**src/hw/rtl/dcg_pkg.sv**
```systemverilog
// Shared types, constants and the raised-cosine ROM of the curve CV and gate generator.
// Used by every module under hw/rtl; depends on nothing else.
`default_nettype none

package dcg_pkg;

    // Table sizes; both depths are powers of two.
    localparam int TABLE_DEPTH = 2048;
    localparam int TABLE_ADDR_W = $clog2(TABLE_DEPTH);
    localparam int PHASE_BITS = 32;
    localparam int COS_DEPTH = 256;
    localparam int COS_ADDR_W = $clog2(COS_DEPTH);
    localparam int COS_SPAN = COS_DEPTH - 1;

    // Field widths
    localparam int STEP_W = 32;
    localparam int DIR_W = 2;
    localparam int RAMP_W = 12;
    localparam int RECIP_W = 17;
    localparam int COEFF_W = 16;
    localparam int INDEX_W = 11;
    localparam int VALUE_W = 16;
    localparam int ENTRY_W = VALUE_W + 1;
    localparam int SMOOTH_W = 24;
    localparam int USED_W = RAMP_W + RECIP_W;
    localparam int PROG_W = 17;
    localparam int RI_PROD_W = PROG_W + COS_ADDR_W + 1;
    localparam int SMOOTH_PROD_W = COEFF_W + SMOOTH_W;
    localparam int CV_SUM_W = SMOOTH_W + 1;
    localparam int CFG_INDEX_W = 3;
    localparam int CFG_DATA_W = 32;

    // Queue sizes; depths are powers of two.
    localparam int CMDQ_DEPTH = 4;
    localparam int CMDQ_PTR_W = $clog2(CMDQ_DEPTH);
    localparam int CMDQ_CNT_W = CMDQ_PTR_W + 1;
    localparam int RESQ_DEPTH = 4;
    localparam int RESQ_PTR_W = $clog2(RESQ_DEPTH);
    localparam int RESQ_CNT_W = RESQ_PTR_W + 1;
    // Results queued plus ticks still in the back end pipeline
    localparam int RESQ_PEND_W = RESQ_CNT_W + 1;

    localparam logic [VALUE_W-1:0] FULL_SCALE = 16'd32768;
    localparam logic [ENTRY_W-1:0] HOLE_WORD = {1'b1, {VALUE_W{1'b0}}};
    localparam int HOLE_BIT = VALUE_W;
    localparam int ONE_Q16 = 65536;

    // Input command codes
    localparam logic CMD_TICK = 1'b0;
    localparam logic CMD_WRITE = 1'b1;

    // Direction codes
    localparam logic [DIR_W-1:0] DIR_FROZEN = 2'd0;
    localparam logic [DIR_W-1:0] DIR_FORWARD = 2'd1;
    localparam logic [DIR_W-1:0] DIR_REVERSE = 2'd2;

    // Reset values of the registers
    localparam logic [STEP_W-1:0] RST_PHASE_STEP = 32'd24348;
    localparam logic [DIR_W-1:0] RST_DIRECTION = DIR_FORWARD;
    localparam logic [RAMP_W-1:0] RST_DECLICK_LENGTH = 12'd64;
    localparam logic [RECIP_W-1:0] RST_DECLICK_RECIP = 17'd1024;
    localparam logic [COEFF_W-1:0] RST_SMOOTHING_COEFF = 16'd370;

    typedef enum logic [CFG_INDEX_W-1:0] {
        CFG_PHASE_STEP      = 3'd0,
        CFG_DIRECTION       = 3'd1,
        CFG_DECLICK_LENGTH  = 3'd2,
        CFG_DECLICK_RECIP   = 3'd3,
        CFG_SMOOTHING_COEFF = 3'd4
    } cfg_index_t;

    typedef enum logic {
        OP_TICK  = 1'b0,
        OP_WRITE = 1'b1
    } op_t;

    typedef logic [TABLE_ADDR_W-1:0] addr_t;
    typedef logic [ENTRY_W-1:0] entry_t;

    typedef struct packed {
        logic [STEP_W-1:0]  phase_step;
        logic [DIR_W-1:0]   direction;
        logic [RAMP_W-1:0]  declick_length;
        logic [RECIP_W-1:0] declick_reciprocal;
        logic [COEFF_W-1:0] smoothing_coeff;
    } cfg_t;

    typedef struct packed {
        op_t    op;
        logic   lock;
        addr_t  addr;
        entry_t data;
    } cmd_item_t;

    typedef struct packed {
        logic [VALUE_W-1:0] cv;
        logic [VALUE_W-1:0] gate;
        logic [INDEX_W-1:0] scan_index;
    } result_t;

    typedef struct packed {
        logic clearing;
    } back_status_t;

    // Raised-cosine ROM, built at elaboration from a Taylor series in Q28.
    localparam longint ONE_Q28 = 64'sd268435456;
    localparam logic [63:0] PI_Q28 = 64'd843314857;
    localparam logic [63:0] COS_SPAN_WIDE = 64'(COS_SPAN);

    typedef logic [VALUE_W-1:0] cos_rom_t [COS_DEPTH];

    function automatic longint cos_q28(input logic [63:0] x);
        logic [63:0] x2;
        logic [63:0] term;
        longint sum;
        x2 = (x * x) >> 28;
        term = 64'(ONE_Q28);
        sum = ONE_Q28;
        term = ((term * x2) >> 28) / 64'd2;   sum = sum - longint'(term);
        term = ((term * x2) >> 28) / 64'd12;  sum = sum + longint'(term);
        term = ((term * x2) >> 28) / 64'd30;  sum = sum - longint'(term);
        term = ((term * x2) >> 28) / 64'd56;  sum = sum + longint'(term);
        term = ((term * x2) >> 28) / 64'd90;  sum = sum - longint'(term);
        term = ((term * x2) >> 28) / 64'd132; sum = sum + longint'(term);
        term = ((term * x2) >> 28) / 64'd182; sum = sum - longint'(term);
        term = ((term * x2) >> 28) / 64'd240; sum = sum + longint'(term);
        term = ((term * x2) >> 28) / 64'd306; sum = sum - longint'(term);
        term = ((term * x2) >> 28) / 64'd380; sum = sum + longint'(term);
        term = ((term * x2) >> 28) / 64'd462; sum = sum - longint'(term);
        term = ((term * x2) >> 28) / 64'd552; sum = sum + longint'(term);
        return sum;
    endfunction

    function automatic cos_rom_t build_cos_rom();
        cos_rom_t rom;
        logic [63:0] x;
        longint v;
        for (int k = 0; k < COS_DEPTH; k++) begin
            x = (PI_Q28 * 64'(k) + (COS_SPAN_WIDE >> 1)) / COS_SPAN_WIDE;
            v = (ONE_Q28 - cos_q28(x) + 64'sd8192) / 64'sd16384;
            if (v < 64'sd0) begin
                v = 64'sd0;
            end
            if (v > 64'sd32768) begin
                v = 64'sd32768;
            end
            rom[k] = VALUE_W'(v);
        end
        return rom;
    endfunction

    localparam cos_rom_t COS_ROM = build_cos_rom();

endpackage

`default_nettype wire

```
**src/hw/rtl/dcg_front.sv**
```systemverilog
// Front end: takes input beats, keeps the phase accumulator and turns each beat into a
// memory command for the back end. Depends on dcg_pkg.
`default_nettype none

module dcg_front (
    input  wire logic                          clk,
    input  wire logic                          rst_n,
    input  wire logic                          push,
    output logic                               full,
    input  wire logic                          command,
    input  wire logic                          write_lock,
    input  wire logic [dcg_pkg::INDEX_W-1:0]   table_index,
    input  wire logic [dcg_pkg::VALUE_W-1:0]   table_value,
    input  wire logic                          table_hole,
    input  wire dcg_pkg::cfg_t                 cfg,
    input  wire dcg_pkg::back_status_t         back_status,
    input  wire logic                          q_full,
    output logic                               q_push,
    output dcg_pkg::cmd_item_t                 q_item
);

    logic [dcg_pkg::PHASE_BITS-1:0] phase_reg;
    logic [dcg_pkg::PHASE_BITS-1:0] phase_next;
    logic [dcg_pkg::PHASE_BITS-1:0] step;
    logic [dcg_pkg::VALUE_W-1:0]    sat_value;
    logic                           accept;
    logic                           is_tick;
    logic                           in_range;

    assign full = q_full | back_status.clearing;
    assign accept = push & ~full;
    assign is_tick = (command == dcg_pkg::CMD_TICK);
    assign in_range = (32'(table_index) < 32'(dcg_pkg::TABLE_DEPTH));
    assign step = dcg_pkg::PHASE_BITS'(cfg.phase_step);
    assign sat_value = (table_value > dcg_pkg::FULL_SCALE) ? dcg_pkg::FULL_SCALE : table_value;

    // Drop writes beyond the table; they still count as accepted beats.
    assign q_push = accept & (is_tick | in_range);

    always_comb
    begin
        q_item.op = is_tick ? dcg_pkg::OP_TICK : dcg_pkg::OP_WRITE;
        q_item.lock = write_lock;
        if (is_tick)
        begin
            q_item.addr = phase_reg[dcg_pkg::PHASE_BITS-1 -: dcg_pkg::TABLE_ADDR_W];
        end
        else
        begin
            q_item.addr = dcg_pkg::TABLE_ADDR_W'(table_index);
        end
        q_item.data = table_hole ? dcg_pkg::HOLE_WORD : {1'b0, sat_value};
    end

    always_comb
    begin
        phase_next = phase_reg;
        if (accept && is_tick)
        begin
            case (cfg.direction)
                dcg_pkg::DIR_FORWARD: phase_next = phase_reg + step;
                dcg_pkg::DIR_REVERSE: phase_next = phase_reg - step;
                default:              phase_next = phase_reg;
            endcase
        end
    end

    always_ff @(posedge clk or negedge rst_n)
    begin
        if (!rst_n)
        begin
            phase_reg <= '0;
        end
        else
        begin
            phase_reg <= phase_next;
        end
    end

endmodule

`default_nettype wire

```
**config.mk**
```make
export PLATFORM = sky130hd
export DESIGN_NAME = dcg_front
export DESIGN_NICKNAME = d
export VERILOG_FILES = /design/src/hw/rtl/dcg_pkg.sv /design/src/hw/rtl/dcg_front.sv
export SDC_FILE = /design/constraint.sdc
export NUM_CORES = 1
export LEC_CHECK = 0
export BUFFER_PORTS_ARGS = -buffer_cell sky130_fd_sc_hd__buf_2
export CORE_MARGIN = 5
export CORE_UTILIZATION = 50
export DETAILED_ROUTE_END_ITERATION = 10
export GPL_TIMING_DRIVEN = 0
export PLACE_DENSITY = 0.81
export SYNTH_ARGS = -nofsm -noshare
export SYNTH_HDL_FRONTEND = slang
export SYNTH_SLANG_ARGS = --single-unit
```
**constraint.sdc**
```tcl
create_clock -name clk -period 5 [get_ports clk]
set_clock_uncertainty 0.2 [all_clocks]
set_input_delay 0.5 -clock clk [delete_from_list [all_inputs] [get_ports clk]]
set_output_delay 0.5 -clock clk [all_outputs]
set_load 0.02 [all_outputs]
```
## Yosys cells after proc, flatten, opt, wreduce, memory -nomap -nowiden

Index checks and enable logic that the tools add are counted.
W data, S select, Z words.

- Flip-flop bits (word level): 32
- Bits in latches: 0
- Bits in writable memories: 0
- ROM bits: 0
- Bits of input ports: 114
- Output and inout bits: 32
- Logic and storage cells: 18
- Memories: 0

- $add $sub $neg: 2
- Multipliers: 0
- Divide/modulo/power cells: 0
- $lt $le $gt $ge: 1
- Equality and inequality tests: 2
- Shifts and indexed selects: 0
- Multiplexer cells: 5
- Bitwise gates (word level): 4
- Reductions and logical operators: 3

Operator list:

| kind | count |
|---|---|
| $pmux W32 S2 | 1 |
| $add A32 B32 Y32 | 1 |
| $sub A32 B32 Y32 | 1 |
| $mux W17 | 1 |
| $gt A16 B16 Y1 const B | 1 |
| $mux W16 | 1 |
| $mux W11 | 1 |
| $eq A2 B1 Y1 const B | 1 |
| $eq A2 B2 Y1 const B | 1 |
| $not A1 Y1 | 2 |
| $reduce_and A2 Y1 | 1 |
| $reduce_bool A2 Y1 | 1 |
| $and A1 B1 Y1 | 1 |
| $logic_and A1 B1 Y1 | 1 |
| $mux W1 | 1 |
| $or A1 B1 Y1 | 1 |

## Depth between registers and ports, before layout

Gate-level depths: netlist of the first run.

- Word-level depth: 5
- Gate-level depth with buffers: 17
- Gate-level depth less buffers: 17

## Least setup slack after synthesis of the first run

No wires, ideal clock.

- Path type: input port to flip-flop
- From: input port cfg[47] (netlist bit)
- To: register phase_reg[26] (netlist bit)
- Library setup time: 0.125 ns
- Arrival: 3.814 ns
- Required time: 4.675 ns
- Path slack: 0.861 ns
- Stages on the path: 17
- Path buffers: 1
- Cell sequence: inv_1 > ha_1 > nand2b_1 > or4_1 > nor4_1 > nor2_1 > xnor2_1 > ha_1 > clkbuf_1 > a21o_1 > a211o_1 > a21oi_1 > a31oi_1 > o21ai_0 > o211ai_1 > xnor2_1 > mux2_2

- Cells in the longest elaborated chain, start to end: 2
- Elaborated cells on any way between the ends: 3
- Classes of those cells: add/sub: 2; mux: 1

RTL lines:

| item | RTL line | source |
|---|---|---|
| start, declared | dcg_front.sv:15 | `input wire dcg_pkg::cfg_t cfg,` |
| $sub A32 B32 Y32 / $add A32 B32 Y32 (equally long branches) | dcg_front.sv:62, dcg_front.sv:61 |  |
| $pmux W32 S2 * | dcg_front.sv:60 | `case (cfg.direction)` |
| end signal, assigned | dcg_front.sv:76 | `phase_reg <= phase_next;` |
| end, declared | dcg_front.sv:22 | `logic [dcg_pkg::PHASE_BITS-1:0] phase_reg;` |

Every way passes the cells marked *; elsewhere a longest branch is shown, timed or not.
A chain may end at the register's enable or synchronous reset.

## Worst setup path in the final report of the first run

Ends and elaborated chain as after synthesis.

==> flow_summary.toml, run 1 <==
[job]
drv_cap = 0

[layout]
final_area_um2 = 4580
layout-drive-gt1-share_pct = 20.7
area_delta_synth_final_pct = 19.0
nets = 762
antenna_cells = 0
largest_reg_flops = 32
fillers = 703

[floorplanning]
start_util_pct = 50.7
die_w_um = 97.8
coreArea_um2 = 7610
io_pins = 146
rows = 32
die_area_um2 = 9560
die_y_um = 97.8

[placed_design]
place_congestion = 0.940
place_hpwl_um = 8990
place_area_um2 = 4480
io_buffers = 99

[yosys]
synth_ff_type = "dfrtp_1"
ys_warn_count = 0
syn_avg_cell_area_um2 = 7.59
ys_async_sr_fraction_pct = 100
syn_inst = 508
synth_edf_count = 0
syn-num-nets = 656
synth_seq_area_share_pct = 20.8
ys_ff_latch = 32
synth_area_um2 = 3850
yosysUniqueCellTypes = 51

[timing]
fmax_mhz = 210
rsz0062_at_grt = "no"
maxSlewViolCount = 0
final-hold-violation-count = 0
period_minus_slack_ns = 4.77
post-route-period-util_pct = 95.4
setup_viol = 0
tightest_slew_ns = 0.785
slew_headroom_pct = 47.5

[route]
ant_nets = 0
dr.pass1.iters = 5
avgRoutedWirePerCell_um = 15.6
vias_per_cell = 5.81
drt_first_iter_violations = 228
drcViolationCount = 0
wl_um = 11200
vias = 4163

[power]
cellPowerDensity_nw_per_um2 = 475
p_int_mw = 1.13
switching_share_pct = 47.9
total_power_mw = 2.18
ir_drop_uv = 264
leakage_nw = 2.20
p_switching_mw = 1.04
p_comb_share_pct = 66.7
p_clk_share_pct = 11.8
p_seq_share_pct = 21.5

[setup_path]
reg2reg_from = "phase_reg[0]$_DFFE_PN0P_"
arrival_ns = 4.76
startpoint_type = "primary input"
worstPathRequired_ns = 4.99
worst-setup-path-type = "in -> reg"
critical_path.endpoint_type = "flip-flop"
worstPathMaxFanout = 7
crit_start = "cfg[47]"

[cts]
hold_buffers = 0
clk_pin_slew_ns = 0.07
clkLatencyLatePin_ns = 0.30
post-cts-setup-buffers = 0
cts.repair.resized = 0
numCtsBuffers = 5
htree_levels = 2
clockBufferDepth = 2
cts_tree = "yes"
clock_sinks = 32
cts-root-buf = "clkbuf_8"

[global_route]
grt_pass1_wl_um = 18200
antenna_found_initial = 0
track_usage_pct = 22.9
grt_pass1_vias = 4084
overflow = 0
grt_max_degree = 33

[worst_hold_path]
min_path_type = "in -> async"

[status]
outcome = "completed"
cell type report:
type	count	area, um2	share of cell area, %
Timing Repair Buffer	99	495	10.8
Clock buffer	6	72.6	1.58
Multi-Input combinational cell	438	2900	63.2
Sequential cell	32	801	17.5
Tap cell	102	128	2.78
Inverter	15	56.3	1.23
Buffer	23	97.6	2.13
Clock inverter	2	35.0	0.764
critical path: stages:
cell and delay (ns):
buf_2 0.11, inv_1 0.05, ha_1 0.16, nand2b_1 0.07, or4_1 0.50, nor4_1 0.65, nor2_1 0.12, xnor2_1 0.24
ha_1 0.27, clkbuf_1 0.18, a21o_1 0.25, a211o_1 0.30, a21oi_1 0.26, a31oi_1 0.15, o21ai_0 0.35, o211ai_1 0.17
xnor2_1 0.16, mux2_2 0.26
cell usage after synthesis (2+ instances only):
library cell / instances / area, um2
or2_2: 2 / 12.5
o21a_1: 4 / 30.0
nor4_1: 9 / 56.3
a211o_1: 2 / 17.5
dfrtp_1: 32 / 801
o31ai_1: 6 / 45.0
buf_4: 3 / 22.5
nor2_1: 47 / 176
and3_1: 6 / 37.5
mux2_2: 12 / 135
nand3_1: 13 / 65.1
inv_1: 15 / 56.3
nand4_1: 6 / 37.5
o211ai_1: 10 / 75.1
and2_1: 17 / 106
nor3b_1: 4 / 30.0
a21o_1: 15 / 113
o21ai_0: 37 / 185
clkbuf_1: 19 / 71.3
nand2b_1: 5 / 31.3
a21oi_1: 49 / 245
nor2b_1: 4 / 25.0
nand2_1: 53 / 199
mux2i_1: 2 / 20.0
ha_1: 33 / 413
xor2_1: 16 / 140
nor3_1: 14 / 70.1
xnor2_1: 38 / 333
or4_1: 3 / 22.5
or3_1: 5 / 31.3
a31oi_1: 7 / 43.8
layer usage:
layer  wire length [um]  vias up  GRT usage (%)
met1               4720     1934           27.4
met4                263        0           7.45
met3                846       24           5.21
met5                  0        -              0
li1                   -     2048              -
met2               5320      157           40.5
per-stage QoR:
step | setup TNS (ns) | setup WS, ns | instances | hold WS [ns] | utilization (%)
floorplan | 0 | 0.861 | 508 | 0.00441 | -
global placement | 0 | 0.0424 | 709 | 0.259 | 58.8
detailed placement | -0.0281 | -0.0281 | 709 | 0.263 | 58.8
CTS | 0 | 0.274 | 717 | 0.0976 | 60.3
global route | 0 | 0.0440 | 717 | 0.136 | 60.3
finish | 0 | 0.229 | 717 | 0.0774 | 60.3
cell usage in the layout (no fill, tap or decap), types with 15 or more instances in the layout:
cell type	count
and2_1	17
nand2_1	53
xnor2_1	38
a21oi_1	49
o21ai_0	37
ha_1	33
a21o_1	15
nor2_1	47
inv_1	15
dfrtp_1	32
clkbuf_1	20
buf_2	99
xor2_1	16
cells by family (layout without fill, tap and decap cells):
family | count (synthesis) | in the layout | synth area share (%)
muxes | 14 | 14 | 4.03
and+or+nand+nor | 194 | 194 | 25.3
buffers and inverters | 38 | 145 | 3.99
AOI/OAI and AO/OA | 142 | 142 | 22.4
adders and majority gates | 34 | 34 | 11.2
DFF | 32 | 32 | 20.8
xor gates and xnor gates | 54 | 54 | 12.3
power groups by stage:
stage | logic, mW | registers [mW] | clock network, mW
after floorplan | 1.13 | 0.444 | 0
after global placement | 1.39 | 0.467 | 0
after detailed placement | 1.43 | 0.472 | 0
after CTS | 1.44 | 0.469 | 0.263
after global routing | 1.62 | 0.483 | 0.275
final | 1.45 | 0.468 | 0.256
worst paths after layout:
check	endpoint	cells past startpoint	slack, ns
worst max-delay path	phase_reg[26]$_DFFE_PN0P_	18	0.23
worst min-delay path	phase_reg[25]$_DFFE_PN0P_	1	0.08
worst max register to register	phase_reg[26]$_DFFE_PN0P_	12	1.63
worst min register to register	phase_reg[31]$_DFFE_PN0P_	1	0.27
max in group asynchronous	phase_reg[13]$_DFFE_PN0P_	1	4.02
min in group clk	phase_reg[31]$_DFFE_PN0P_	1	0.27
(Power assumes the default switching activity.)
==> run 2: changes to the inputs <==
--- a/config.mk
+++ b/config.mk
@@ -5,12 +5,14 @@
 export SDC_FILE = /design/constraint.sdc
 export NUM_CORES = 1
 export LEC_CHECK = 0
+export ABC_AREA = 1
 export BUFFER_PORTS_ARGS = -buffer_cell sky130_fd_sc_hd__buf_2
 export CORE_MARGIN = 5
 export CORE_UTILIZATION = 50
 export DETAILED_ROUTE_END_ITERATION = 10
 export GPL_TIMING_DRIVEN = 0
-export PLACE_DENSITY = 0.81
+export PLACE_DENSITY = 0.77
+export SKIP_LAST_GASP = 1
 export SYNTH_ARGS = -nofsm -noshare
 export SYNTH_HDL_FRONTEND = slang
 export SYNTH_SLANG_ARGS = --single-unit
==> flow_summary.toml, run 2 <==
[yosys]
synth_seq_area_share_pct = 16.0
synth_top_area_cell = "nand2_1"
yosys.area.top_type_share_pct = 24.5
synth_fa_ha_area_share_pct = 8.65
synth_top_family_by_area = "simple AND/OR/NAND/NOR gates"
yosys-top-cells-area = "nand2_1, dfrtp_1, inv_1, ha_1, nand3_1"
synth_compound_area_share_pct = 5.97
synth.area.mux_share_pct = 0
synth_edf_count = 0
synth_simple_gate_area_share_pct = 48.3
syn_avg_cell_area_um2 = 5.68
synth_common_cells = "nand2_1, inv_1, nor2_1"
syn_inst = 882
yosysMostFrequentCell = "nand2_1"
synth_area_um2 = 5010
ys_ff_latch = 32
yosysUniqueCellTypes = 38
ys_async_sr_fraction_pct = 100
synth-xor-area-share_pct = 7.35
ys_warn_count = 0
synth_ff_type = "dfrtp_1"
syn-num-nets = 1030

[route]
dr.pass1.iters = 7
drt_first_iter_violations = 287
wl_um = 14000
ant_nets = 0
avgRoutedWirePerCell_um = 12.5
drcViolationCount = 0
vias = 5533
vias_per_cell = 4.94

[floorplanning]
coreArea_um2 = 9770
die_y_um = 110
die_area_um2 = 12100
die_w_um = 110
io_pins = 146
start_util_pct = 51.2
rows = 36

[setup_path]
arrival_ns = 3.35
critPathSlowestCell = "fa_1"
critical_path.endpoint_type = "flip-flop"
crit_buf_inv = 3
worstPathCellList = "buf_2, inv_1, ha_1, clkbuf_1, o21ai_0, fa_1, nand3_1, nand3_2, nand2_1, nand2_1, a21oi_1, nor2_1, nor2_1, nand2_1, nand2_1"
cp_top_family = "adder cells"
worstPathRequired_ns = 5.04
cp_slowest_stage_delay_ns = 0.56
worst-setup-path-type = "in -> reg"
startpoint_type = "primary input"
worstPathMaxFanout = 10
path_common_cell = "nand2_1"

[layout]
largest_reg_flops = 32
area_delta_synth_final_pct = 15.6
final_area_um2 = 5790
final_common_cell = "nand2_1"
finalCoreUtilization_pct = 59.2
nets = 1135
fin_cells = 1121
layout-drive-gt1-share_pct = 18.2
antenna_cells = 0
fillers = 1039
most-common-layout-cells = "nand2_1, inv_1, buf_2, nor2_1, nand3_1"

[power]
ir_drop_uv = 172
leakage_nw = 3.47
cellPowerDensity_nw_per_um2 = 452

[cts]
clock_sinks = 32
clkLatencyLatePin_ns = 0.29
cts.repair.resized = 0
clockBufferDepth = 2
numCtsBuffers = 5
cts_tree = "yes"
clk_pin_slew_ns = 0.08
cts-root-buf = "clkbuf_8"
hold_buffers = 0
post-cts-setup-buffers = 0
htree_levels = 2

[job]
drv_cap = 0

[global_route]
overflow = 0
grt_pass1_wl_um = 22800
track_usage_pct = 23.7
antenna_found_initial = 0
grt_pass1_vias = 5020
grt_max_degree = 33

[timing]
slew_headroom_pct = 49.9
maxSlewViolCount = 0
fmax_mhz = 302
period_minus_slack_ns = 3.31
setup_ws_ns = 1.69
setup_viol = 0
post-route-period-util_pct = 66.2
rsz0062_at_grt = "no"
tightest_slew_ns = 0.751
final-hold-violation-count = 0
final.setup.tns_ns = 0

[worst_hold_path]
min_path_type = "in -> async"

[placed_design]
io_buffers = 98
place_congestion = 0.983
dp_worst_setup_slack_ns = 1.40
place_area_um2 = 5660
place_hpwl_um = 12000
placedCellCount = 1113

[status]
outcome = "completed"
[run 2: power by group]
part           total, mW  internal (mW)  switching [mW]
registers          0.478          0.382          0.0959
logic               1.85          0.668            1.18
clock network      0.287          0.176           0.111
[run 2: final timing paths]
check	end	startpoint	slack [ns]	depth (start not counted)
setup / recovery	phase_reg[16]$_DFFE_PN0P_	cfg[45]	1.69	15
hold / removal	phase_reg[5]$_DFFE_PN0P_	rst_n	0.07	1
setup reg to reg	phase_reg[16]$_DFFE_PN0P_	phase_reg[0]$_DFFE_PN0P_	2.52	13
hold reg to reg	phase_reg[0]$_DFFE_PN0P_	phase_reg[0]$_DFFE_PN0P_	0.29	2
max in group asynchronous	phase_reg[25]$_DFFE_PN0P_	rst_n	4.05	1
min in group clk	phase_reg[0]$_DFFE_PN0P_	phase_reg[0]$_DFFE_PN0P_	0.29	2
[run 2: cell families (layout without fill, tap and decap cells)]
group	Yosys count	after routing
AND/OR/NAND/NOR	543	543
buffers and inverters	175	281
AO/OA/AOI/OAI	56	56
XOR/XNOR	42	42
adder cells (fa/ha/maj)	34	34
flip-flops	32	32
[run 2: worst reg2reg max path: cells and delay by family (launching register included)]
family	cells	cell delay (ns)
simple gates	8	0.80
buf+inv	2	0.14
fa+ha+maj	2	0.61
compound gates	1	0.31
flops	1	0.38
[run 2: cell type report]
cell class	instances	area (um2)	area share [%]
flip-flops and latches	32	801	13.8
inverters	158	593	10.2
repair buffers	98	490	8.47
well taps	133	166	2.87
multi-input cells	675	3520	60.7
clock inverters	1	30.0	0.519
clock buffers	7	96.3	1.66
plain buffers	17	96.3	1.66
[run 2: through the flow]
stage | hold slack (ns) | total power, mW
after floorplan | 0.00441 | 1.89
after global placement | 0.272 | 2.27
after detailed placement | 0.280 | 2.31
after CTS | 0.0914 | 2.60
after global routing | 0.135 | 2.90
final | 0.0657 | 2.62
[run 2: metal layers]
| layer | wire, um | track usage, % | part of all wire, % |
|---|---|---|---|
| met1 | 6500 | 32.9 | 46 |
| met2 | 6170 | 39.0 | 44 |
| met3 | 904 | 1.34 | 6.4 |
| met4 | 450 | 8.19 | 3.2 |
| met5 | 0 | 0 | 0 |
