--- src/hw/rtl/dcg_pkg.sv ---
// Shared types, constants and the raised-cosine ROM of the curve CV and gate generator.
// Used by every module under hw/rtl; depends on nothing else.
`default_nettype none

package dcg_pkg;

    // Table sizes; both depths are powers of two.
    localparam int TABLE_DEPTH = 2048;
    localparam int TABLE_ADDR_W = $clog2(TABLE_DEPTH);
    localparam int PHASE_BITS = 32;
    localparam int COS_DEPTH = 256;
    localparam int COS_ADDR_W = $clog2(COS_DEPTH);
    localparam int COS_SPAN = COS_DEPTH - 1;

    // Field widths
    localparam int STEP_W = 32;
    localparam int DIR_W = 2;
    localparam int RAMP_W = 12;
    localparam int RECIP_W = 17;
    localparam int COEFF_W = 16;
    localparam int INDEX_W = 11;
    localparam int VALUE_W = 16;
    localparam int ENTRY_W = VALUE_W + 1;
    localparam int SMOOTH_W = 24;
    localparam int USED_W = RAMP_W + RECIP_W;
    localparam int PROG_W = 17;
    localparam int RI_PROD_W = PROG_W + COS_ADDR_W + 1;
    localparam int SMOOTH_PROD_W = COEFF_W + SMOOTH_W;
    localparam int CV_SUM_W = SMOOTH_W + 1;
    localparam int CFG_INDEX_W = 3;
    localparam int CFG_DATA_W = 32;

    // Queue sizes; depths are powers of two.
    localparam int CMDQ_DEPTH = 4;
    localparam int CMDQ_PTR_W = $clog2(CMDQ_DEPTH);
    localparam int CMDQ_CNT_W = CMDQ_PTR_W + 1;
    localparam int RESQ_DEPTH = 4;
    localparam int RESQ_PTR_W = $clog2(RESQ_DEPTH);
    localparam int RESQ_CNT_W = RESQ_PTR_W + 1;
    // Results queued plus ticks still in the back end pipeline
    localparam int RESQ_PEND_W = RESQ_CNT_W + 1;

    localparam logic [VALUE_W-1:0] FULL_SCALE = 16'd32768;
    localparam logic [ENTRY_W-1:0] HOLE_WORD = {1'b1, {VALUE_W{1'b0}}};
    localparam int HOLE_BIT = VALUE_W;
    localparam int ONE_Q16 = 65536;

    // Input command codes
    localparam logic CMD_TICK = 1'b0;
    localparam logic CMD_WRITE = 1'b1;

    // Direction codes
    localparam logic [DIR_W-1:0] DIR_FROZEN = 2'd0;
    localparam logic [DIR_W-1:0] DIR_FORWARD = 2'd1;
    localparam logic [DIR_W-1:0] DIR_REVERSE = 2'd2;

    // Reset values of the registers
    localparam logic [STEP_W-1:0] RST_PHASE_STEP = 32'd24348;
    localparam logic [DIR_W-1:0] RST_DIRECTION = DIR_FORWARD;
    localparam logic [RAMP_W-1:0] RST_DECLICK_LENGTH = 12'd64;
    localparam logic [RECIP_W-1:0] RST_DECLICK_RECIP = 17'd1024;
    localparam logic [COEFF_W-1:0] RST_SMOOTHING_COEFF = 16'd370;

    typedef enum logic [CFG_INDEX_W-1:0] {
        CFG_PHASE_STEP      = 3'd0,
        CFG_DIRECTION       = 3'd1,
        CFG_DECLICK_LENGTH  = 3'd2,
        CFG_DECLICK_RECIP   = 3'd3,
        CFG_SMOOTHING_COEFF = 3'd4
    } cfg_index_t;

    typedef enum logic {
        OP_TICK  = 1'b0,
        OP_WRITE = 1'b1
    } op_t;

    typedef logic [TABLE_ADDR_W-1:0] addr_t;
    typedef logic [ENTRY_W-1:0] entry_t;

    typedef struct packed {
        logic [STEP_W-1:0]  phase_step;
        logic [DIR_W-1:0]   direction;
        logic [RAMP_W-1:0]  declick_length;
        logic [RECIP_W-1:0] declick_reciprocal;
        logic [COEFF_W-1:0] smoothing_coeff;
    } cfg_t;

    typedef struct packed {
        op_t    op;
        logic   lock;
        addr_t  addr;
        entry_t data;
    } cmd_item_t;

    typedef struct packed {
        logic [VALUE_W-1:0] cv;
        logic [VALUE_W-1:0] gate;
        logic [INDEX_W-1:0] scan_index;
    } result_t;

    typedef struct packed {
        logic clearing;
    } back_status_t;

    // Raised-cosine ROM, built at elaboration from a Taylor series in Q28.
    localparam longint ONE_Q28 = 64'sd268435456;
    localparam logic [63:0] PI_Q28 = 64'd843314857;
    localparam logic [63:0] COS_SPAN_WIDE = 64'(COS_SPAN);

    typedef logic [VALUE_W-1:0] cos_rom_t [COS_DEPTH];

    function automatic longint cos_q28(input logic [63:0] x);
        logic [63:0] x2;
        logic [63:0] term;
        longint sum;
        x2 = (x * x) >> 28;
        term = 64'(ONE_Q28);
        sum = ONE_Q28;
        term = ((term * x2) >> 28) / 64'd2;   sum = sum - longint'(term);
        term = ((term * x2) >> 28) / 64'd12;  sum = sum + longint'(term);
        term = ((term * x2) >> 28) / 64'd30;  sum = sum - longint'(term);
        term = ((term * x2) >> 28) / 64'd56;  sum = sum + longint'(term);
        term = ((term * x2) >> 28) / 64'd90;  sum = sum - longint'(term);
        term = ((term * x2) >> 28) / 64'd132; sum = sum + longint'(term);
        term = ((term * x2) >> 28) / 64'd182; sum = sum - longint'(term);
        term = ((term * x2) >> 28) / 64'd240; sum = sum + longint'(term);
        term = ((term * x2) >> 28) / 64'd306; sum = sum - longint'(term);
        term = ((term * x2) >> 28) / 64'd380; sum = sum + longint'(term);
        term = ((term * x2) >> 28) / 64'd462; sum = sum - longint'(term);
        term = ((term * x2) >> 28) / 64'd552; sum = sum + longint'(term);
        return sum;
    endfunction

    function automatic cos_rom_t build_cos_rom();
        cos_rom_t rom;
        logic [63:0] x;
        longint v;
        for (int k = 0; k < COS_DEPTH; k++) begin
            x = (PI_Q28 * 64'(k) + (COS_SPAN_WIDE >> 1)) / COS_SPAN_WIDE;
            v = (ONE_Q28 - cos_q28(x) + 64'sd8192) / 64'sd16384;
            if (v < 64'sd0) begin
                v = 64'sd0;
            end
            if (v > 64'sd32768) begin
                v = 64'sd32768;
            end
            rom[k] = VALUE_W'(v);
        end
        return rom;
    endfunction

    localparam cos_rom_t COS_ROM = build_cos_rom();

endpackage

`default_nettype wire

--- src/hw/rtl/dcg_cmd_queue.sv ---
// Short command queue between the front end and the back end.
// Depends on dcg_pkg.
`default_nettype none

module dcg_cmd_queue (
    input  wire logic               clk,
    input  wire logic               rst_n,
    input  wire logic               push,
    input  wire dcg_pkg::cmd_item_t item_in,
    output logic                    full,
    output logic                    valid,
    output dcg_pkg::cmd_item_t      item_out,
    input  wire logic               pop
);

    dcg_pkg::cmd_item_t             slot_reg [dcg_pkg::CMDQ_DEPTH];
    logic [dcg_pkg::CMDQ_PTR_W-1:0] wr_ptr_reg;
    logic [dcg_pkg::CMDQ_PTR_W-1:0] rd_ptr_reg;
    logic [dcg_pkg::CMDQ_CNT_W-1:0] count_reg;
    logic [dcg_pkg::CMDQ_CNT_W-1:0] count_next;
    logic                           do_push;
    logic                           do_pop;

    assign full = (count_reg == dcg_pkg::CMDQ_CNT_W'(dcg_pkg::CMDQ_DEPTH));
    assign valid = (count_reg != '0);
    assign item_out = slot_reg[rd_ptr_reg];
    assign do_push = push & ~full;
    assign do_pop = pop & valid;

    always_comb
    begin
        count_next = count_reg;
        if (do_push && !do_pop)
        begin
            count_next = count_reg + 1'b1;
        end
        else if (do_pop && !do_push)
        begin
            count_next = count_reg - 1'b1;
        end
    end

    always_ff @(posedge clk or negedge rst_n)
    begin
        if (!rst_n)
        begin
            wr_ptr_reg <= '0;
            rd_ptr_reg <= '0;
            count_reg <= '0;
        end
        else
        begin
            if (do_push)
            begin
                wr_ptr_reg <= wr_ptr_reg + 1'b1;
            end
            if (do_pop)
            begin
                rd_ptr_reg <= rd_ptr_reg + 1'b1;
            end
            count_reg <= count_next;
        end
    end

    always_ff @(posedge clk)
    begin
        if (do_push)
        begin
            slot_reg[wr_ptr_reg] <= item_in;
        end
    end

endmodule

`default_nettype wire

--- config.mk ---
export PLATFORM = sky130hd
export DESIGN_NAME = dcg_cmd_queue
export DESIGN_NICKNAME = d
export VERILOG_FILES = /design/src/hw/rtl/dcg_pkg.sv /design/src/hw/rtl/dcg_cmd_queue.sv
export SDC_FILE = /design/constraint.sdc
export NUM_CORES = 1
export LEC_CHECK = 0
export BUFFER_PORTS_ARGS = -buffer_cell sky130_fd_sc_hd__buf_2
export CAP_MARGIN = 20
export CORE_MARGIN = 4
export CORE_UTILIZATION = 55
export DETAILED_ROUTE_END_ITERATION = 8
export PLACE_DENSITY = 0.8
export SYNTH_ARGS = -nofsm -noshare
export SYNTH_HDL_FRONTEND = slang
export SYNTH_SLANG_ARGS = --single-unit
--- constraint.sdc ---
create_clock -name clk -period 2.93 [get_ports clk]
set_input_delay 0.4395 -clock clk [delete_from_list [all_inputs] [get_ports clk]]
set_output_delay 0.4395 -clock clk [all_outputs]
set_load 0.03 [all_outputs]
# After elaboration in Yosys (flattened, before gate mapping)
# Memories as Yosys holds them, arrays and structs flattened.
# Index checks and enable logic that the tools add are counted.
[word_totals]
ff_bits = 7
ram_bits = 120
in_bits = 34
output_inout_bits = 32
memories = 1
[classes]
n_addsub = 4
n_eq_ne = 1
muxes = 4
n_bitwise = 3
reduce_logical = 6
[mem_list]
columns = ["name", "depth", "width", "rd", "rd_clocked_by_memory_dff", "write_ports", "line_no", "rtl"]
rows = [
  ["slot_reg", 4, 30, 1, 0, 1, "dcg_cmd_queue.sv:16", "dcg_pkg::cmd_item_t slot_reg [dcg_pkg::CMDQ_DEPTH];"],
]
[ops]
columns = ["operator", "n"]
rows = [
  ["two-way mux 3 bit", 2],
  ["adder 2 x 1 -> 2 bit, second input constant", 2],
  ["adder 3 x 1 -> 3 bit, second input constant", 1],
  ["equality test 3 bit, second input constant", 1],
  ["nonzero test 3 bit", 1],
  ["subtractor 3 x 1 -> 3 bit, second input constant", 1],
  ["bitwise AND 1 bit", 2],
  ["logical AND 1 bit", 2],
  ["zero test 1 bit", 2],
  ["two-way mux 1 bit", 2],
  ["nonzero test 2 bit", 1],
  ["NOT 1 bit", 1],
]

# Longest topological paths before layout
# Gate-level depths: netlist (run 1).
[depth]
word_depth = 7
depth_mapped = 9
mapped_depth_nobuf = 8

# Worst setup path before layout (run 1)
# OpenSTA, ideal clock, no wires.
[synth_path]
path_type = "reg-to-reg"
from = "reg count_reg[1] (netlist name)"
to = "reg count_reg[1] (netlist name)"
t_arrival_ps = 1959
slack_ps = 846
stages_incl_launch_ff = 8
period_less_slack_ps = 2084
path_cell_list = "dfrtp_1 > nor3b_4 > nor2b_2 > buf_6 > ha_1 > inv_1 > fa_1 > mux2_2"
[synth_rtl]
columns = ["element", "line_no", "rtl"]
rows = [
  ["from (decl)", "dcg_cmd_queue.sv:19", "logic [dcg_pkg::CMDQ_CNT_W-1:0] count_reg;"],
  ["from (signal assigned)", "dcg_cmd_queue.sv:61", "count_reg <= count_next;"],
  ["equality test 3 bit", "dcg_cmd_queue.sv:24", "assign full = (count_reg == dcg_pkg::CMDQ_CNT_W'(dcg_pkg::CMDQ_DEPTH));"],
  ["via full", "dcg_cmd_queue.sv:10", "output logic full,"],
  ["NOT 1 bit", "dcg_cmd_queue.sv:27", "assign do_push = push & ~full;"],
  ["bitwise AND 1 bit", "dcg_cmd_queue.sv:27", ""],
  ["via do_push", "dcg_cmd_queue.sv:21", "logic do_push;"],
  ["logical AND 1 bit", "dcg_cmd_queue.sv:33", "if (do_push && !do_pop)"],
  ["two-way mux 3 bit", "dcg_cmd_queue.sv:33", ""],
  ["via count_next (one bit)", "dcg_cmd_queue.sv:20", "logic [dcg_pkg::CMDQ_CNT_W-1:0] count_next;"],
]
# The timed path passes the listed nets, and every way through them passes these cells. The select of a mux whose other input is x is not followed.
# A chain may end at the register's enable or synchronous reset.

==> results of run 1 <==
timing repair:
item / 4_1_cts / 5_1_grt
endpoints found under the hold margin: 7 / 0
hold buffers: 1 / 0
setup buffers: 0 / 0
final cells by class:
type | instances | area share
multi-input combinational | 54 | 0.158
inverter | 3 | 0.00193
clock inverter | 15 | 0.0288
sequential | 127 | 0.649
timing repair buffer | 75 | 0.0692
clock buffer | 17 | 0.0711
tap | 105 | 0.0226
logic make-up (layout without fill, tap and decap cells):
kind of cell | count (synthesis) | after routing
DFF | 127 | 127
muxes | 32 | 32
buffers and inverters | 11 | 110
and+or+nand+nor | 10 | 10
adders and majority gates | 6 | 6
xor gates and xnor gates | 6 | 6
final timing paths:
kind                                           startpoint  slack, ns                   endpoint  cells after the start
worst min register to register   count_reg[2]$_DFFE_PN0P_       0.51   count_reg[2]$_DFFE_PN0P_                      1
worst min-delay path                           item_in[8]       0.15   slot_reg[2][8]$_DFFE_PP_                      1
worst max register to register   count_reg[1]$_DFFE_PN0P_       0.81   count_reg[2]$_DFFE_PN0P_                      8
max in group asynchronous                           rst_n       2.41  rd_ptr_reg[0]$_DFFE_PN0P_                      2
worst max-delay path            rd_ptr_reg[0]$_DFFE_PN0P_       0.51               item_out[24]                      3
min in group asynchronous                           rst_n       0.34  wr_ptr_reg[1]$_DFFE_PN0P_                      2
power groups by stage:
stage          clock (mW)  combinational, mW  sequential (mW)
5_1_grt              2.16               2.31             2.57
4_1_cts              2.06               2.21             2.54
3_5_place_dp            0               2.19             2.57
6_report             2.02               2.16             2.54
2_1_floorplan           0               1.72             2.53
3_3_place_gp            0               2.16             2.55
cells in the final DEF, fill, tap and decap left out, drive strengths merged:
cell type    synthesis  routed
clkinv               0       5
nor3b                1       1
nand2                1       1
mux4                30      30
xnor2                4       4
nor2b                1       1
or3                  1       1
fa                   1       1
nand3                1       1
inv                  3       6
dfrtp                7       7
dlygate4sd3          0       1
mux2                 2       2
nor2                 1       1
clkbuf               0      17
and2                 4       4
ha                   5       5
xor2                 2       2
bufinv               0       3
buf                  8      74
edfxtp             120     120
clkinvlp             0       4
layer usage:
layer  routed length (microns)  vias to the layer above
met5                         0                        -
met4                       107                        0
li1                          -                      977
met1                      3350                     1118
met3                       485                       14
met2                      4180                       63
stage by stage:
step	util	setup slack, ns
after global routing	0.698	0.388
final	0.698	0.509
after CTS	0.698	0.463
after floorplan	-	0.846
after detailed placement	0.628	0.819
after global placement	0.628	0.876
==> key figures, run 1 <==
Setup path
  – Worst Path Buf+Inv: 2
  – CP Data Required Time: 2.49 ns
  – Crit-path max cell delay: 0.58 ns
  – Type of the worst setup path: register to output port
  – Crit path cell chain: buf_4 > mux4_2 > buf_2
  – CP max FO: 18
  – Crit end category: output port
  – Slowest-stage cell, CP: mux4_2
  – Critical Path AT: 1.98 ns
  – Startpoint types: register
  – Delay-heaviest family, CP: multiplexers

Yosys
  – Post-synth EDFFs: 120
  – Most frequent cell after synthesis: edfxtp_1
  – Post-Syn Area: 4810 sq um
  – Main combinational cell family by area after synthesis: multiplexers
  – Share of the synthesized area in the top cell type: 0.750
  – Post-synthesis xor/xnor area fraction: 0.0109
  – Compound-Gate Fraction of Synth Area: 0
  – Syn. warnings: 0
  – Syn_nets: 232
  – Top FF cell, synth: edfxtp_1
  – Synth area leader: edfxtp_1
  – Synth area leaders: edfxtp_1, mux4_2, dfrtp_1
  – Multiplexer share of the synthesized area: 0.146
  – Proportion of synthesized chip area in sequential cells: 0.786
  – Post-synth ARST share: 0.0551
  – Post-synth top cells: edfxtp_1, mux4_2, dfrtp_1
  – Adder-cell share of the synthesized area: 0.0172
  – Mapped Cells: 192
  – FF+latch count, synth: 127
  – Distinct cells, synth: 20
  – Mean Syn Cell Area: 25.0 sq um
  – Simple-gate share of the synthesized area: 0.0169

Placed design
  – Post-DP Area: 5230 sq um
  – Placed insts: 363
  – # port buffers: 65
  – RD Place Congestion: 0.686
  – HPWL after DPL: 4960 microns

Status
  – Outcome: finished, final reports clean

Power and ir drop
  – Max VDD drop: 0.667 mV
  – Psw: 2.19 mW
  – PD cells: 1150 nW/um^2
  – P_leak: 2.07 nW
  – Int Power: 4.53 mW
  – PnR Total Power: 6.72 mW
  – Clock group share of total power: 0.300
  – Sw Share: 0.326
  – Combinational share of power: 0.322
  – Reg power frac: 0.378

Clocking
  – CTS H-tree depth: 4
  – Root Buffer: clkbuf_8
  – # clock sinks: 127
  – Worst-path clk slew: 0.06 ns
  – PostCTS Resize Cnt: 0
  – Num CTS Buffers: 17
  – Max clock buf depth: 2
  – Clock Latency Late Sink: 0.50 ns
  – CTS tree: done

Global routing
  – Met1 usage: 0.230
  – M3 GR Usage: 0.0640
  – Busiest grt layer: met2
  – Initial antenna violation count: 0
  – GR Overflow Total: 0
  – First-pass GRT wire length: 13000 microns
  – Vias in the first global route: 2378
  – Tot GR Track Use: 0.177
  – Pin count of the biggest net entering global routing: 23
  – Met2 Use GR: 0.280

Drt
  – Final wirelength: 8130 microns
  – Vias: 2172
  – Per-cell routed wire length: 20.5 microns
  – First-pass detailed-route iteration total: 4
  – DRC Markers: 0
  – Routed Antenna Nets: 0
  – Iteration-0 DRC Markers: 102
  – Via density per instance: 5.48

Final layout
  – Footprint of the multi-input gates: 918 sq um
  – Max FFs per register: 120
  – Finished Layout Cells: 396
  – Design area: 5830 sq um
  – # fillers: 520
  – Area growth syn-to-layout: 21.2%
  – Register area: 3780 sq um
  – Diode count: 0
  – Layout cell share with drive strength beyond 1: 0.491
  – Final net count: 318

Run
  – Max-Cap Viols: 0

Timing
  – RSZ-0062 raised after global routing: false
  – Final min period: 2.42 ns
  – Period utilisation layout: 0.826
  – Skew final: 0.00552 ns
  – Worst Tran Pin Value: 0.472 ns
  – Slew headroom: 0.685
  – Endpoints failing hold: 0
  – Max Transition Viols Final: 0
  – Setup TNS: 0 ns
  – Endpoints failing setup: 0
  – WHS: 0.146 ns
  – F_max: 413 MHz

Floorplan
  – Chip height: 101 microns
  – Starting density of the core: 0.576
  – Die area: 10300 sq um
  – IO Count: 66
  – Die width: 101 microns
  – Floorplan core area: 8340 sq um
  – Row count: 33

Hold path
  – Hold crit path type: input port to register
Note: power is estimated with default switching activity, not from simulation.
==> inputs of run 2 (changes only) <==
==> constraint.sdc (replaced) <==
create_clock -name clk -period 2.4 [get_ports clk]
set_input_delay 0.36 -clock clk [delete_from_list [all_inputs] [get_ports clk]]
set_output_delay 0.36 -clock clk [all_outputs]
set_load 0.03 [all_outputs]
==> key figures, run 2 (synthesis results as in run 1) <==
Timing
  – Endpoints failing setup: 0 (unchanged)
  – RSZ-0062 raised after global routing: false
  – Skew final: 0.0120 ns (+0.00650 ns)
  – WHS: 0.0611 ns (-0.0852 ns)
  – Final min period: 2.24 ns
  – Period utilisation layout: 0.934
  – Endpoints failing hold: 0 (unchanged)
  – Fin worst setup slack: 0.157 ns (-0.352 ns)
  – Max Transition Viols Final: 0 (unchanged)
  – Slew headroom: 0.807 (+0.122)
  – F_max: 446 MHz
  – Setup TNS: 0 ns (unchanged)
  – Worst Tran Pin Value: 0.288 ns (-0.184 ns)

Global routing
  – GR Overflow Total: 0 (unchanged)
  – Vias in the first global route: 2459 (+3.4%)
  – First-pass GRT wire length: 13200 microns (+1.6%)
  – Pin count of the biggest net entering global routing: 23 (unchanged)
  – Tot GR Track Use: 0.182 (+0.00550)
  – Initial antenna violation count: 0 (unchanged)

Clocking
  – Post-CTS setup buffer count: 0 (unchanged)
  – Worst-path clk slew: 0.06 ns (about the same)
  – CTS tree: done
  – CTS H-tree depth: 4 (unchanged)
  – # clock sinks: 127 (unchanged)
  – Root Buffer: clkbuf_8
  – Max clock buf depth: 2 (unchanged)
  – Num CTS Buffers: 17 (unchanged)
  – Clock Latency Late Sink: 0.51 ns (about the same)

Floorplan
  – Chip height: 101 microns (unchanged)
  – Row count: 33 (unchanged)
  – Starting density of the core: 0.576 (unchanged)
  – Die area: 10300 sq um (unchanged)
  – Floorplan core area: 8340 sq um (unchanged)
  – Die width: 101 microns (unchanged)
  – IO Count: 66 (unchanged)

Final layout
  – Diode count: 0 (unchanged)
  – Most common library cell in the layout ignoring fill and taps: edfxtp_1
  – Register area: 3780 sq um (unchanged)
  – Area growth syn-to-layout: 21.6%
  – Commonest non-fill, non-tap cells in the layout: edfxtp_1, buf_2, mux4_2
  – # fillers: 528 (+1.5%)
  – Layout cell share with drive strength beyond 1: 0.507 (+0.0154)
  – Final net count: 321 (+0.94%)
  – Footprint of the multi-input gates: 918 sq um (unchanged)
  – Max FFs per register: 120 (unchanged)

Drt
  – First-pass detailed-route iteration total: 4 (unchanged)
  – Top sig layer: met4
  – Per-cell routed wire length: 20.5 microns (-0.31%)
  – WL met1: 3250 microns (-3.1%)
  – Final wirelength: 8160 microns (+0.44%)
  – DRC Markers: 0 (unchanged)
  – Iteration-0 DRC Markers: 123 (+21%)
  – Vias: 2225 (+2.4%)
  – Routed Antenna Nets: 0 (unchanged)
  – Met2 wire length: 4320 microns (+3.2%)
  – Met3 wire length: 498 microns (+2.7%)
  – Via density per instance: 5.58 (+1.7%)

Placed design
  – HPWL after DPL: 5050 microns (+1.7%)
  – # port buffers: 65 (unchanged)
  – Worst slack, placed: 0.267 ns (-0.552 ns)
  – RD Place Congestion: 0.722 (+5.3%)

Power and ir drop
  – Max VDD drop: 0.842 mV (+26%)
  – PD cells: 1390 nW/um^2 (+20%)
  – P_leak: 2.09 nW (+0.63%)

Setup path
  – Crit end category: output port
  – CP max FO: 10 (-8)
  – Critical Path AT: 1.88 ns (-0.10 ns)
  – CP Data Required Time: 2.04 ns (-0.45 ns)
  – Startpoint types: register
  – Type of the worst setup path: register to output port

Run
  – Max-Cap Viols: 0 (unchanged)

Status
  – Outcome: finished, final reports clean

Hold path
  – Hold crit path type: input port to register
run 2: cell type report:
cell class / count / area share
multi-input combinational: 54 / 0.157
tap: 105 / 0.0225
sequential: 127 / 0.647
clock inverter: 15 / 0.0238
timing repair buffer: 78 / 0.0771
clock buffer: 17 / 0.0709
inverter: 3 / 0.00193
run 2: metrics by stage:
| step | cells | cell area, sq um | power [mW] | utilization |
|---|---|---|---|---|
| global placement | 366 | 5280 | 5.80 | 0.633 |
| detailed placement | 366 | 5280 | 5.88 | 0.633 |
| floorplan | 192 | 4810 | 5.19 | - |
| finish | 399 | 5840 | 8.12 | 0.701 |
| CTS | 399 | 5840 | 8.22 | 0.701 |
| global route | 399 | 5840 | 8.52 | 0.701 |
run 2: repair_timing:
action / in CTS / in global routing
gates resized for setup: 0 / 0
hold buffers: 1 / 0
hold endpoints to repair: 7 / 0
setup endpoints to repair: 0 / 0
run 2: report_power, final:
part | switching [mW] | internal, mW
clock | 0.943 | 1.38
sequential | 0.157 | 2.95
combinational | 1.63 | 1.06
total | 2.73 | 5.39
run 2: worst max-delay path, stage by stage, from the launching register on:
cell and delay, ns:
dfrtp_2 0.39, buf_4 0.24, mux4_2 0.55, buf_2 0.20
run 2: final timing paths:
check	slack (ns)	cells past startpoint	start	endpoint
min	0.06	1	item_in[5]	slot_reg[3][5]$_DFFE_PP_
max in group asynchronous	2.01	2	rst_n	rd_ptr_reg[0]$_DFFE_PN0P_
min in group asynchronous	0.22	2	rst_n	count_reg[0]$_DFFE_PN0P_
max	0.16	3	rd_ptr_reg[0]$_DFFE_PN0P_	item_out[24]
min reg2reg	0.51	1	count_reg[2]$_DFFE_PN0P_	count_reg[2]$_DFFE_PN0P_
max reg2reg	0.26	8	count_reg[1]$_DFFE_PN0P_	count_reg[2]$_DFFE_PN0P_
run 2: layer usage:
layer  GRT usage  vias to the layer above
met3      0.0682                        9
met2       0.292                       70
li1            -                      986
met1       0.224                     1160
met4      0.0808                        0
met5           0                        -
==> inputs of run 3 (changes only) <==
--- a/config.mk
+++ b/config.mk
@@ -11,6 +11,7 @@
 export CORE_UTILIZATION = 55
 export DETAILED_ROUTE_END_ITERATION = 8
 export PLACE_DENSITY = 0.8
+export SKIP_LAST_GASP = 1
 export SYNTH_ARGS = -nofsm -noshare
 export SYNTH_HDL_FRONTEND = slang
 export SYNTH_SLANG_ARGS = --single-unit
==> constraint.sdc (replaced) <==
create_clock -name clk -period 2.4 [get_ports clk]
set_input_delay 0.72 -clock clk [delete_from_list [all_inputs] [get_ports clk]]
set_output_delay 0.72 -clock clk [all_outputs]
set_load 0.03 [all_outputs]
==> key figures, run 3 (synthesis results as in run 1) <==
Power and ir drop
  – Max VDD drop: 0.972 mV (+15%)
  – Int Power: 6.24 mW (+16%)
  – Combinational share of power: 0.368 (+0.037)
  – Reg power frac: 0.341 (-0.041)
  – PnR Total Power: 9.10 mW (+12%)
  – Psw: 2.86 mW (+4.8%)
  – P_leak: 2.24 nW (+7.3%)
  – Sw Share: 0.314 (-0.0218)
  – PD cells: 1460 nW/um^2 (+5.5%)
  – Clock group share of total power: 0.291 (+0.004)

Global routing
  – First-pass GRT wire length: 12900 microns (-2.6%)
  – Initial antenna violation count: 0 (unchanged)
  – Tot GR Track Use: 0.176 (-0.00656)
  – GR Overflow Total: 0 (unchanged)
  – Vias in the first global route: 2418 (-1.7%)
  – Pin count of the biggest net entering global routing: 25 (+8.7%)

Status
  – Failing checks: negative setup slack
  – Outcome: finished, violations left

Drt
  – First-pass detailed-route iteration total: 4 (unchanged)
  – DRC Markers: 0 (unchanged)
  – Via density per instance: 5.52 (-0.99%)
  – Routed Antenna Nets: 0 (unchanged)
  – Vias: 2236 (+0.49%)
  – Final wirelength: 8460 microns (+3.6%)
  – Iteration-0 DRC Markers: 127 (+3.3%)
  – Per-cell routed wire length: 20.9 microns (+2.1%)

Timing
  – RSZ-0062 raised after global routing: true
  – F_max: 389 MHz (-13%)
  – Setup TNS: -4.47 ns (-4.47 ns)
  – Final min period: 2.57 ns (+0.325 ns)
  – Fin worst setup slack: -0.168 ns (-0.325 ns)
  – Endpoints failing setup: 30 (+30)
  – Skew final: 0.0146 ns (+0.00260 ns)
  – Endpoints failing hold: 0 (unchanged)
  – Slew headroom: 0.771 (-0.0361)
  – Period utilisation layout: 1.07 (+0.135)
  – Worst Tran Pin Value: 0.343 ns (+0.0554 ns)
  – Max Transition Viols Final: 0 (unchanged)

Floorplan
  – Starting density of the core: 0.576 (unchanged)
  – Die width: 101 microns (unchanged)
  – IO Count: 66 (unchanged)
  – Chip height: 101 microns (unchanged)
  – Floorplan core area: 8340 sq um (unchanged)
  – Row count: 33 (unchanged)
  – Die area: 10300 sq um (unchanged)

Clocking
  – # clock sinks: 127 (unchanged)
  – Root Buffer: clkbuf_8
  – Clock Latency Late Sink: 0.51 ns (about the same)
  – Cts hold-fix bufs: 0 (-1)
  – Num CTS Buffers: 17 (unchanged)
  – CTS H-tree depth: 4 (unchanged)
  – Worst-path clk slew: 0.06 ns (about the same)
  – Max clock buf depth: 2 (unchanged)
  – CTS tree: done

Placed design
  – HPWL after DPL: 4770 microns (-5.4%)
  – # port buffers: 65 (unchanged)
  – Placed insts: 365 (-0.27%)
  – RD Place Congestion: 0.693 (-4.1%)

Final layout
  – Max FFs per register: 120 (unchanged)
  – Diode count: 0 (unchanged)
  – Most common library cell in the layout ignoring fill and taps: edfxtp_1
  – Finished Layout Cells: 405 (+1.5%)
  – # fillers: 473 (-10%)
  – Core Util, Final: 0.745 (+0.0441)
  – Area growth syn-to-layout: 29.3%
  – Layout cell share with drive strength beyond 1: 0.520 (+0.0132)
  – Commonest non-fill, non-tap cells in the layout: edfxtp_1, buf_2, mux4_2
  – Final net count: 327 (+1.9%)

Setup path
  – Flop-to-flop setup slack: 0.30 ns (+0.04 ns)
  – Critical Path AT: 1.85 ns (-0.03 ns)
  – Delay-heaviest family, CP: buffers and inverters
  – CP max FO: 5 (-5)
  – Crit-path max cell delay: 0.49 ns (-0.06 ns)
  – Slowest-stage cell, CP: mux4_2
  – Type of the worst setup path: register to output port
  – Most common cell on crit path: buf_4
  – Crit path cell chain: buf_4 > clkbuf_16 > mux4_2 > buf_4
  – Worst Path Buf+Inv: 3 (+1)
  – Startpoint types: register
  – Crit end category: output port
  – CP Data Required Time: 1.68 ns (-0.36 ns)

Hold path
  – Hold crit path type: input port to async pin

Run
  – Max-Cap Viols: 0 (unchanged)
-- run 3: layout make-up --
class | instances | area, sq um | area share
clock buffer | 17 | 414 | 0.0667
sequential | 127 | 3780 | 0.608
multi-input combinational | 54 | 918 | 0.148
timing repair buffer | 84 | 747 | 0.120
inverter | 3 | 11.3 | 0.00181
tap | 105 | 131 | 0.0211
clock inverter | 15 | 210 | 0.0338
-- run 3: per-layer routing --
metal,GRT usage,part of all wire,wire (microns)
met4,0.0644,0.0066,56
met2,0.273,0.51,4330
met1,0.235,0.42,3570
met3,0.0599,0.059,503
met5,0,0,0
-- run 3: what timing repair did --
item | CTS | global route
buffers inserted | 1 | 3
resized for setup | 14 | 56
gates cloned | 0 | 4
setup endpoints to repair | 30 | 30
-- run 3: worst reg2reg max path: cells and delay by family, from the launching register on --
| family | cells | cell delay (ns) |
|---|---|---|
| AND/OR/NAND/NOR | 3 | 0.65 |
| buffers and inverters | 1 | 0.06 |
| adder cells (fa/ha/maj) | 2 | 0.55 |
| flip-flops | 1 | 0.45 |
| XOR/XNOR | 2 | 0.31 |
-- run 3: worst paths after layout --
| path | from | end | depth (start not counted) |
|---|---|---|---|
| setup / recovery | rd_ptr_reg[0]$_DFFE_PN0P_ | item_out[2] | 4 |
| min in group clk | item_in[8] | slot_reg[3][8]$_DFFE_PP_ | 1 |
| setup reg to reg | count_reg[1]$_DFFE_PN0P_ | count_reg[2]$_DFFE_PN0P_ | 8 |
| hold / removal | rst_n | count_reg[2]$_DFFE_PN0P_ | 1 |
| hold reg to reg | count_reg[2]$_DFFE_PN0P_ | count_reg[2]$_DFFE_PN0P_ | 1 |
| max in group asynchronous | rst_n | rd_ptr_reg[0]$_DFFE_PN0P_ | 1 |
-- run 3: power groups by stage --
stage / logic, mW / clock network (mW) / registers, mW
3_3_place_gp: 2.76 / 0 / 3.10
2_1_floorplan: 2.10 / 0 / 3.09
6_report: 3.35 / 2.64 / 3.10
5_1_grt: 3.56 / 2.80 / 3.14
4_1_cts: 2.92 / 2.69 / 3.11
3_5_place_dp: 2.78 / 0 / 3.14
-- run 3: stage by stage --
step | area, sq um | hold WS [ns] | setup WS, ns
global placement | 5320 | 0.495 | 0.325
floorplan | 4810 | 0.424 | 0.316
global route | 6210 | 0.0289 | -0.236
CTS | 6000 | 0.0191 | -0.219
finish | 6210 | 0.0348 | -0.168
detailed placement | 5320 | 0.501 | 0.275
